<file path="config.mk">
export PLATFORM = sky130hd
export DESIGN_NAME = tks_ram
export DESIGN_NICKNAME = d
export VERILOG_FILES = /design/src/sv/top_k_score_selector_core_assert.svh /design/src/sv/tks_ram.sv
export SDC_FILE = /design/constraint.sdc
export NUM_CORES = 2
export LEC_CHECK = 0
export BUFFER_PORTS_ARGS = -buffer_cell sky130_fd_sc_hd__buf_2
export CAP_MARGIN = 15
export CORE_ASPECT_RATIO = 0.7
export CORE_MARGIN = 1
export CORE_UTILIZATION = 35
export DETAILED_ROUTE_END_ITERATION = 7
export PLACE_DENSITY = 0.47
export SLEW_MARGIN = 30
export SYNTH_ARGS = -nofsm -noshare
export SYNTH_HDL_FRONTEND = slang
export SYNTH_SLANG_ARGS = --single-unit
</file>
<file path="constraint.sdc">
create_clock -name clk -period 11.3 [get_ports clk]
set_input_delay 2.26 -clock clk [delete_from_list [all_inputs] [get_ports clk]]
set_output_delay 2.26 -clock clk [all_outputs]
set_load 0.005 [all_outputs]
</file>
<file path="src/sv/top_k_score_selector_core_assert.svh">
// Assertion macros used by the selector RTL.
// Define ASSERT_OFF to compile the checks out.
`ifndef TOP_K_SCORE_SELECTOR_CORE_ASSERT_SVH
`define TOP_K_SCORE_SELECTOR_CORE_ASSERT_SVH

`ifndef ASSERT_OFF

// Check a property on every clock edge outside reset.
`define TKS_ASSERT(label, clk, rst, prop, msg) \
  label: assert property (@(posedge clk) disable iff (rst) prop) else $error(msg);

// Check a property on every clock edge, reset included.
`define TKS_ASSERT_ALWAYS(label, clk, prop, msg) \
  label: assert property (@(posedge clk) prop) else $error(msg);

`else

`define TKS_ASSERT(label, clk, rst, prop, msg)
`define TKS_ASSERT_ALWAYS(label, clk, prop, msg)

`endif

`endif

</file>
<file path="src/sv/tks_ram.sv">
module tks_ram #(
  parameter int DEPTH = 64,
  parameter int WIDTH = 64,
  parameter int AW    = (DEPTH > 1) ? $clog2(DEPTH) : 1
) (
  input  logic             clk,
  input  logic             wr_en,
  input  logic [AW-1:0]    wr_addr,
  input  logic [WIDTH-1:0] wr_data,
  input  logic [AW-1:0]    rd_addr,
  output logic [WIDTH-1:0] rd_data
);

  logic [WIDTH-1:0] mem [DEPTH];

  // One write port, one registered read port
  always_ff @(posedge clk) begin
    if (wr_en) begin
      mem[wr_addr] <= wr_data;
    end
    rd_data <= mem[rd_addr];
  end

endmodule

</file>
# Word-level counts from Yosys, hierarchy flattened
# Memory sizes are Yosys's and may differ from the RTL's. A register that Yosys moved wholly into a read port is not among the register bits.
# Index checks and enable logic that the tools add are counted.
[classes]
mux = 2
[ops]
columns = ["cell", "n"]
rows = [
  ["two-way mux 1 bit", 2],
]
[word_totals]
regBits = 0
ram_bits = 4096
word_cells = 3
mem_count = 1
[mem_list]
columns = ["name", "depth", "width", "read_ports", "rd_clocked_by_memory_dff", "write_ports", "line", "source"]
rows = [
  ["mem", 64, 64, 1, 1, 1, "tks_ram.sv:14", "logic [WIDTH-1:0] mem [DEPTH];"],
]

# Depth between registers and ports, before layout
[depth]
word_depth = 2
mapped_depth = 9
mapped_depth_nobuf = 5

# Worst setup path before layout
# OpenSTA, ideal clock, no wires.
[synth_timing]
path_kind = "input port to flip-flop"
startpoint = "input port wr_addr[3]"
endpoint = "memory mem[48][0], enable pin"
setup_ps = 564
arrival_ps = 7132
setup_slack_ps = 3604
path_stages = 4
n_path_buf = 1
path_cell_list = "clkbuf_1 nor2b_1 nand4b_1 nor3_1"
[synth_rtl]
columns = ["item", "line", "source"]
rows = [
  ["start: declaration", "tks_ram.sv:8", "input logic [AW-1:0] wr_addr,"],
  ["end: declaration", "tks_ram.sv:14", ""],
]
# Straight into the memory's write port.

==> results.cfg <==
[cts]
ctsHoldBuffers = 0
cts_tree = built
cts_resized = 0
numCtsBuffers = 403
cts_setup_buffers = 0
numClockSinks = 4160
htree_levels = 5
clkTransAtPathRegs_ps = 70
clock_latency_ps = 970
root_buffer = clkbuf_16
clockBufferDepth = 4

[detailed_routing]
wire_per_inst_um = 37.6
ant_nets = 0
routed_wirelength_mm = 497
firstDrtPassIters = 6
avgViaCountPerCell = 5.75
drc = 0
vias = 76200
first_iter_violations = 9660

[timing]
tightest_slew_ps = 1050
fin_setup_tns_ps = 0
rsz0062_at_grt = no
max_freq_mhz = 189
drv_slew = 0
setup_ws_ps = 6010
period_share = 0.468
maxSlewHeadroom = 0.298
min_period_ps = 5290
setup_violations = 0
hold_violations = 0
fin_hold_ws_ps = 841
clock_skew_ps = 69.2

[cells_and_area]
multi_input_area_sq_um = 30800
nFillCells = 38600
syn_to_final_growth_pct = 14.5
fin_nets = 7105
fin_area_sq_um = 179000
register_area_sq_um = 124000
fin_util = 0.404
drive_above_1_share = 0.285

[synthesis]
synthXorXnorAreaFrac = 0
netlist_top_cells_area = edfxtp_1 79%, mux4_2 15%, mux2i_1 0.86%
syn-cell-area_sq_um = 156000
synth_cell_types = 33
ys_warn_count = 0
synth_compound_area_frac = 0.0248
synth_top_area_frac = 0.787
async_flop_share = 0
synth_edf_count = 4096
synth_top_family_by_area = multiplexers
yosysTopAreaCell = edfxtp_1
ys.flop_type = edfxtp_1
synth.avg_cell_area_sq_um = 23.7
synthMuxAreaShare = 0.156
syn_inst = 6598
synthSimpleGateAreaFrac = 0.0124
synth.ff_latch_count = 4160
syn_nets = 6676
yosysSeqAreaShare = 0.795
synth_fa_ha_area_frac = 0

[pwr]
power.density_nw_per_um2 = 180
ir_drop_mv = 0.134
power.leakage_nw = 55.1

[placement]
io_buffer_count = 141
preCtsSetupSlack_ps = 5150
dpl.hpwl_mm = 273
place_area_sq_um = 166000
gp_congestion = 0.761

[die]
io_pins = 142
die_h_um = 561
dieWidth_um = 801
die_area_sq_um = 449000
core_area_sq_um = 443000
initial_utilization = 0.353
num_rows = 204

[global_route]
grtUsageTotal = 0.217
antenna_found_initial = 53
grt_max_degree = 114
grt_remaining_overflow = 0
grt_pass1_wl_mm = 672
grt_pass1_vias = 76200

[critical_path]
criticalPathCategory = in2reg
arrival_ps = 6060
critical_path.max_fanout = 72
crit_path_end_kind = flip-flop
r2r_end = rd_data[38]$_DFF_P_
rrSetupSlack_ps = 8890
rr_worst_depth = 6
cp.required_ps = 12070
reg2reg_from = mem[54][38]$_DFFE_PP_
cp-start-kind = input pin

[worst_hold_path]
hold_depth = 4
min_to = rd_data[32]$_DFF_P_
holdCritStartpoint = mem[47][32]$_DFFE_PP_
hold_path_class = reg2reg

[run]
cap_violations = 0

[status]
outcome = finished clean
==> cell usage after synthesis (2+ instances only) <==
library cell,number
a41oi_1,26
a2bb2oi_1,19
a22o_1,88
nand3_1,45
dfxtp_1,64
buf_4,34
edfxtp_1,4096
mux2i_1,135
or3_1,29
o22ai_1,83
a22oi_1,168
buf_1,20
nor2b_1,28
and3_1,64
nand2_1,58
mux4_2,1024
clkbuf_1,140
o221ai_1,38
a31oi_1,18
nand3b_1,2
or2_2,28
and2_1,3
a211oi_1,63
buf_2,170
nand4_1,2
inv_1,19
buf_6,6
nor2_1,112
nand2b_1,11
nor3_1,2
==> worst max-delay path by stage <==
stage                     startpoint                   end  slack [ps]  cells past startpoint
after floorplan           wr_addr[3]  mem[48][0]$_DFFE_PP_        3600                      4
final                     rd_addr[0]   rd_data[36]$_DFF_P_        6010                      9
after global routing      rd_addr[0]   rd_data[41]$_DFF_P_        5850                      9
after CTS                 rd_addr[0]   rd_data[13]$_DFF_P_        6150                      8
after detailed placement  rd_addr[0]   rd_data[41]$_DFF_P_        5150                      8
after global placement    rd_addr[0]   rd_data[36]$_DFF_P_        5150                      8
==> kinds of logic after synthesis <==
family	Yosys count
and+or+nand+nor	386
DFF	4160
buffers and inverters	389
AOI/OAI and AO/OA	504
muxes	1159
==> metal layers <==
metal / vias to the layer above / track usage / wire length, um
met2: 3120 / 0.328 / 222000
li1: 29400 / - / -
met1: 43000 / 0.338 / 231000
met4: 10 / 0.0400 / 9640
met5: - / 0 / 59
met3: 598 / 0.0322 / 34500
==> where the power goes <==
| group | total, mW | switching, mW | internal (mW) | leakage, nW |
|---|---|---|---|---|
| Clock | 13.6 | 5.89 | 7.69 | 6.35 |
| Sequential | 17.2 | 0.0892 | 17.1 | 37.4 |
| Combinational | 1.50 | 0.958 | 0.541 | 11.4 |
| Total | 32.2 | 6.93 | 25.3 | 55.1 |
==> layout by cell type (no fill, tap or decap), drive strengths merged <==
master	synthesis	layout
inv	19	26
diode	0	12
and2	3	3
nand3	45	45
clkbuf	140	522
a211oi	63	63
nor2b	28	28
or3	29	29
nand4	2	2
nand3b	2	2
or3b	1	1
dfxtp	64	64
clkinvlp	0	14
or2	28	28
bufinv	0	39
edfxtp	4096	4096
a31o	1	1
mux2i	135	135
nand4b	1	1
and3	64	64
a22oi	168	168
nand2b	11	11
nor2	112	112
nor3	2	2
o22ai	83	83
a2bb2oi	19	19
buf	230	394
a22o	88	88
mux4	1024	1024
o221ai	38	38
clkinv	0	151
a41oi	26	26
a31oi	18	18
nand2	58	58
==> layout make-up <==
cell class	count	share of cell area
repair buffers	394	0.0197
clock inverters	211	0.0118
well taps	5871	0.0410
diodes	12	0.000168
inverters	19	0.000398
flip-flops and latches	4160	0.694
multi-input cells	2049	0.172
clock buffers	522	0.0609
==> metrics by stage <==
| stage | instances | power [mW] |
|---|---|---|
| 2_1_floorplan | 6598 | 18.2 |
| 3_3_place_gp | 12500 | 19.0 |
| 3_5_place_dp | 12500 | 19.0 |
| 4_1_cts | 13200 | 32.5 |
| 5_1_grt | 13200 | 33.1 |
| 6_report | 13200 | 32.2 |
==> flip-flops by register name, indices dropped and copies added (netlist names) <==
register and cells:
mem 4096, rd_data 64
==> critical path: stages <==
cell and delay (ps):
buf_12 470, buf_12 500, buf_12 330, buf_16 380, mux4_2 590, mux2i_1 180, o22ai_1 120, a41oi_1 720
a211oi_1 80
Note: power is estimated with default switching activity, not from simulation.
