<file path="config.mk">
export PLATFORM = sky130hd
export DESIGN_NAME = tks_cfg
export DESIGN_NICKNAME = d
export VERILOG_FILES = /design/src/sv/top_k_score_selector_core_assert.svh /design/src/sv/tks_pkg.sv /design/src/sv/tks_cfg.sv
export SDC_FILE = /design/constraint.sdc
export NUM_CORES = 1
export LEC_CHECK = 0
export BUFFER_PORTS_ARGS = -buffer_cell sky130_fd_sc_hd__buf_2
export CAP_MARGIN = 20
export CORE_MARGIN = 5
export CORE_UTILIZATION = 31
export CTS_BUF_LIST = sky130_fd_sc_hd__clkbuf_8 sky130_fd_sc_hd__clkbuf_16
export DETAILED_ROUTE_END_ITERATION = 6
export PLACE_DENSITY = 0.88
export SYNTH_ARGS = -nofsm -noshare
export SYNTH_HDL_FRONTEND = slang
export SYNTH_SLANG_ARGS = --single-unit
export TNS_END_PERCENT = 5
</file>
<file path="constraint.sdc">
create_clock -name clk -period 0.8 [get_ports clk]
set_input_delay 0 -clock clk [delete_from_list [all_inputs] [get_ports clk]]
set_output_delay 0 -clock clk [all_outputs]
set_load 0.01 [all_outputs]
</file>
<file path="src/sv/top_k_score_selector_core_assert.svh">
// Assertion macros used by the selector RTL.
// Define ASSERT_OFF to compile the checks out.
`ifndef TOP_K_SCORE_SELECTOR_CORE_ASSERT_SVH
`define TOP_K_SCORE_SELECTOR_CORE_ASSERT_SVH

`ifndef ASSERT_OFF

// Check a property on every clock edge outside reset.
`define TKS_ASSERT(label, clk, rst, prop, msg) \
  label: assert property (@(posedge clk) disable iff (rst) prop) else $error(msg);

// Check a property on every clock edge, reset included.
`define TKS_ASSERT_ALWAYS(label, clk, prop, msg) \
  label: assert property (@(posedge clk) prop) else $error(msg);

`else

`define TKS_ASSERT(label, clk, rst, prop, msg)
`define TKS_ASSERT_ALWAYS(label, clk, prop, msg)

`endif

`endif

</file>
<file path="src/sv/tks_pkg.sv">
package tks_pkg;

  // Default sizing
  localparam int DEFAULT_MAX_KEEP    = 64;
  localparam int DEFAULT_COUNT_WIDTH = 16;

  // Field widths
  localparam int KEEP_W  = 7;
  localparam int RANK_W  = 6;
  localparam int SCORE_W = 32;
  localparam int DATE_W  = 32;

  // Register port
  localparam int ADDR_W      = 3;
  localparam int DATA_W      = 32;
  localparam int REG_SEL_BIT = 2;

  localparam logic REG_ASCENDING  = 1'b0;
  localparam logic REG_KEEP_COUNT = 1'b1;

  localparam logic              RESET_ASCENDING  = 1'b1;
  localparam logic [KEEP_W-1:0] RESET_KEEP_COUNT = 7'd64;

  // Result status codes
  localparam logic STATUS_OK    = 1'b0;
  localparam logic STATUS_SHORT = 1'b1;

  typedef struct packed {
    logic signed [SCORE_W-1:0] score;
    logic [DATE_W-1:0]         candidate_date;
    logic                      score_is_nan;
    logic                      end_of_target;
  } cand_t;

  typedef struct packed {
    logic [RANK_W-1:0]         rank;
    logic signed [SCORE_W-1:0] best_score;
    logic [DATE_W-1:0]         best_date;
    logic                      status;
    logic                      saw_nan;
    logic                      last_result;
  } result_t;

  typedef struct packed {
    logic              ascending_order;
    logic [KEEP_W-1:0] keep_count;
  } cfg_t;

  typedef struct packed {
    logic signed [SCORE_W-1:0] score;
    logic [DATE_W-1:0]         date;
  } entry_t;

  localparam int ENTRY_W = $bits(entry_t);

endpackage

</file>
<file path="src/sv/tks_cfg.sv">
module tks_cfg (
  input  logic                        clk,
  input  logic                        rst,
  input  logic                        psel,
  input  logic                        penable,
  input  logic                        pwrite,
  input  logic [tks_pkg::ADDR_W-1:0]  paddr,
  input  logic [tks_pkg::DATA_W-1:0]  pwdata,
  output logic [tks_pkg::DATA_W-1:0]  prdata,
  output logic                        pready,
  output tks_pkg::cfg_t               cfg
);
  import tks_pkg::*;

  logic              ascending_order;
  logic [KEEP_W-1:0] keep_count;
  logic              wr;

  assign pready = 1'b1;
  assign wr     = psel & penable & pwrite & pready;

  // Write the selected register on the access phase
  always_ff @(posedge clk) begin
    if (rst) begin
      ascending_order <= RESET_ASCENDING;
      keep_count      <= RESET_KEEP_COUNT;
    end else if (wr) begin
      case (paddr[REG_SEL_BIT])
        REG_ASCENDING:  ascending_order <= pwdata[0];
        REG_KEEP_COUNT: keep_count      <= pwdata[KEEP_W-1:0];
        default: ;
      endcase
    end
  end

  // Read back
  always_comb begin
    prdata = '0;
    case (paddr[REG_SEL_BIT])
      REG_ASCENDING:  prdata[0]          = ascending_order;
      REG_KEEP_COUNT: prdata[KEEP_W-1:0] = keep_count;
      default:        prdata             = '0;
    endcase
  end

  assign cfg.ascending_order = ascending_order;
  assign cfg.keep_count      = keep_count;

endmodule

</file>
# Yosys cells after proc, flatten, opt, wreduce, memory -nomap -nowiden

Cells that the tools add are included.

Bits in writable memories: 0
Register bits after elaboration: 8
Output and inout port bits: 41
Bits in read-only memories: 0
Latch bits: 0
Logic and storage cells: 9
Memories: 0

Shift operators: 0
Muxes and demuxes: 2
Multiply operators: 0
Add/sub/neg operators: 0
Bitwise logic cells: 3
Reduce and logical (&&, ||, !) cells: 2
Order comparisons: 0
Div/mod/pow operators: 0
Eq/ne operators: 0

Operator list:

| cell                            | count |
|---|---|
| two-way mux 6 bit               | 1 |
| AND reduction 2 bit             | 2 |
| bitwise AND 1 bit               | 2 |
| case mux 1 bit (2 select lines) | 1 |
| NOT 1 bit                       | 1 |

# Logic depth before layout (Yosys ltp)

Word-level depth: 3
Depth in mapped cells: 3
Depth with buffers taken out: 2

# Worst setup path before layout

OpenSTA, ideal clock, no wires.

Kind: flip-flop to output port
Start point: register keep_count[0]
End point: output port prdata[0] (netlist name)
Path slack: 182 ps
Cell stages (with the launch flop): 2
Required time: 800 ps
Buffers on the path: 0
Arrival: 618 ps
Cells stage by stage: dfxtp_1 > mux2_2

Longest elaborated chain between the ends: 1

RTL lines:

| item                            | RTL line      | text |
|---|---|---|
| from (decl)                     | tks_cfg.sv:16 | `logic [KEEP_W-1:0] keep_count;` |
| from (signal assigned)          | tks_cfg.sv:30 | `REG_KEEP_COUNT: keep_count <= pwdata[KEEP_W-1:0];` |
| case mux 1 bit (2 select lines) | tks_cfg.sv:39 | `case (paddr[REG_SEL_BIT])` |
| to (decl)                       | tks_cfg.sv:9  | `output logic [tks_pkg::DATA_W-1:0] prdata,` |

Every way passes these cells.

# Final worst setup path

Ends and elaborated chain as after synthesis.

==> impl_metrics.json <==
{
  "grt_first_pass_wirelength_um": 1745,
  "place_ws_ps": 85.96,
  "grt_start_max_net_pins": 17,
  "drt-vias-per-instance": 3.758,
  "initial_antenna_violation_count": 0,
  "cp-start-kind": "flip-flop",
  "gp_congestion": 0.5758,
  "clkTransAtPathRegs_ps": 40,
  "total_vias_in_the_final_route": 481,
  "detailedRoute.firstIterationViolations": 1,
  "peak_vdd_ir_uv": 749.4,
  "synth.lib_cells_used.distinct": 12,
  "criticalPathCategory": "flip-flop to output port",
  "fp.dieH_um": 55.10,
  "synth_edf_count": 0,
  "postRouteWirelength_um": 1259,
  "post-dp-hpwl_um": 1009,
  "postLayoutCellArea_um2": 835.8,
  "reg2reg_depth": 3,
  "number_of_placement_rows": 16,
  "synth-seq-cells": 8,
  "synth_area_leader_cell": "buf_4",
  "congestion_overflow_gr": 0,
  "floorplan.initialDensity_pct": 32.47,
  "powerDensity_nw_per_um2": 1312,
  "syn_inst": 72,
  "timing.hold.ws_ps": 28.29,
  "synth_common_cells": "buf_4 (27), nand2b_1 (12), dfxtp_1 (8), mux2i_1 (8), and2_2 (6)",
  "synthFlopType": "dfxtp_1",
  "max_cap_viol_count": 0,
  "crit_path_max_fanout": 2,
  "slew_viol_final": 0,
  "worst_r2r_endpoint": "ascending_order",
  "die_span_in_x_um": 55.10,
  "setup_failing_eps_final": 1,
  "max_freq_mhz": 1088,
  "utilization_pct": 43.04,
  "syn_area_per_cell_um2": 8.758,
  "design.portCount": 81,
  "netlist.area_leader.share_pct": 32.14,
  "violations": "setup timing",
  "antenna_cells_inserted": 0,
  "floorplan.die_area_um2": 3036,
  "leading_cell_type_by_number_of_instances_after_synthesis": "buf_4",
  "critPathRequiredTime_ps": 800,
  "number_of_i_o_port_buffers": 27,
  "post-route-period-util_pct": 114.9,
  "clock_tree_from_tritoncts": "built",
  "detailedRoute.firstPassIterationCount": 4,
  "clk_root_buffer_cell": "clkbuf_8",
  "r2r_setup_slack_ps": 70,
  "post_route_cells_drive_above_1_share_pct": 48.51,
  "finalCriticalPeriod_ps": 919.4,
  "arrival_ps": 920,
  "run_status": "complete, but fails checks",
  "final.setup_skew_ps": 0,
  "worstHoldEndpoint": "keep_count[4]",
  "worstHoldStart": "pwdata[4]",
  "report.power.total_mw": 1.096,
  "synth-warning-count": 0,
  "clock_path_buffers": 2,
  "detail_route.wl_per_cell_um": 9.836,
  "drc_errors": 0,
  "setup_slack_ps": -119.4,
  "cts_num_sinks": 8,
  "core-area_um2": 1942,
  "syn_to_final_growth_pct": 32.54,
  "leakage_nw": 0.4218,
  "syn-cell-area_um2": 630.6,
  "synth-async-reset-ratio_pct": 0,
  "grt_pass1_vias": 407,
  "cts_buffer_count": 3,
  "remaining_antenna_violation_count": 0,
  "crit-reg2reg-launch": "ascending_order",
  "hold_viol": 0,
  "grt_setup_unrepaired": "yes",
  "post_dp_cell_area_um2": 698.2,
  "nNetsFinal": 143,
  "synth_seq_area_share_pct": 25.40,
  "cts-htree-levels": 1,
  "worstSkewPairLatency_ps": 220,
  "worstSetupEndpointType": "output port",
  "holdCritPathClass": "input port to flip-flop",
  "hold-path-cell-count": 3,
  "most_area_consuming_cells_after_synthesis": "buf_4 (32%), dfxtp_1 (25%), mux2i_1 (13%), nand2b_1 (12%), and2_2 (7.1%)",
  "grtUsageTotal_pct": 8.737
}
## logic make-up after synthesis
kind of cell           Yosys count  synth area share (%)
buffers and inverters           29                 34.72
other                            2                 1.191
flip-flops                       8                 25.40
AND/OR/NAND/NOR                 24                 24.21
multiplexers                     9                 14.48
## critical path, stage by stage, from the launching register on
cell and delay (ps):
dfxtp_2 320, mux2_4 260, buf_6 120
## where the power goes
part	switching (mW)	internal (mW)	leakage (nW)
Sequential	0.00575	0.411	0.0668
Clock	0.143	0.325	0.0216
Combinational	0.118	0.0933	0.333
## layout make-up
| class | instances | area (um^2) |
|---|---|---|
| Multi-Input combinational cell | 59 | 352.8 |
| Sequential cell | 8 | 170.2 |
| Tap cell | 27 | 33.78 |
| Timing Repair Buffer | 31 | 237.7 |
| Fill cell | 208 | 1106 |
| Clock buffer | 3 | 41.29 |
## per-layer routing
metal	vias to the layer above	part of all wire, %	global-route usage [%]	wire length [um]
met5	-	0	0	0
met4	0	0	3.644	0
met3	0	19	5.898	233
met2	39	49	14.37	615
met1	211	33	8.535	411
li1	231	-	-	-
## placed cells by master, fill, tap and decap left out, drive strengths merged
master  synthesis  routed
clkbuf          0       3
buf            29      31
and2            6       6
conb            2      26
and4            1       1
nand2b         12      12
nor2            4       4
dfxtp           8       8
mux2i           8       8
mux2            1       1
nand4b          1       1
## state kept, by name, summed over array words and instances, names as in the netlist
register	count
ascending_order	1
keep_count	7
## stage by stage
stage	TNS, ps	std cells
after global routing	-211.0	128
after CTS	-289.9	128
after floorplan	0	96
final	-119.4	128
after global placement	0	123
after detailed placement	0	123
## timing repair
item	CTS	global route
buffers inserted	2	0
hold buffers	0	0
pin swaps	0	0
setup endpoints to repair	7	9
endpoints found under the hold margin	0	0
resized for setup	15	10
gates cloned	0	0
## worst max-delay path by stage
stage,start,depth (start not counted),slack [ps],endpoint
finish,keep_count[0],2,-120,prdata[0]
CTS,ascending_order,2,-130,prdata[0]
floorplan,keep_count[0],1,180,prdata[0]
detailed placement,pwrite,4,90,keep_count[4]
global placement,paddr[2],4,100,prdata[0]
global route,ascending_order,2,-150,prdata[0]
(Power assumes the default switching activity.)
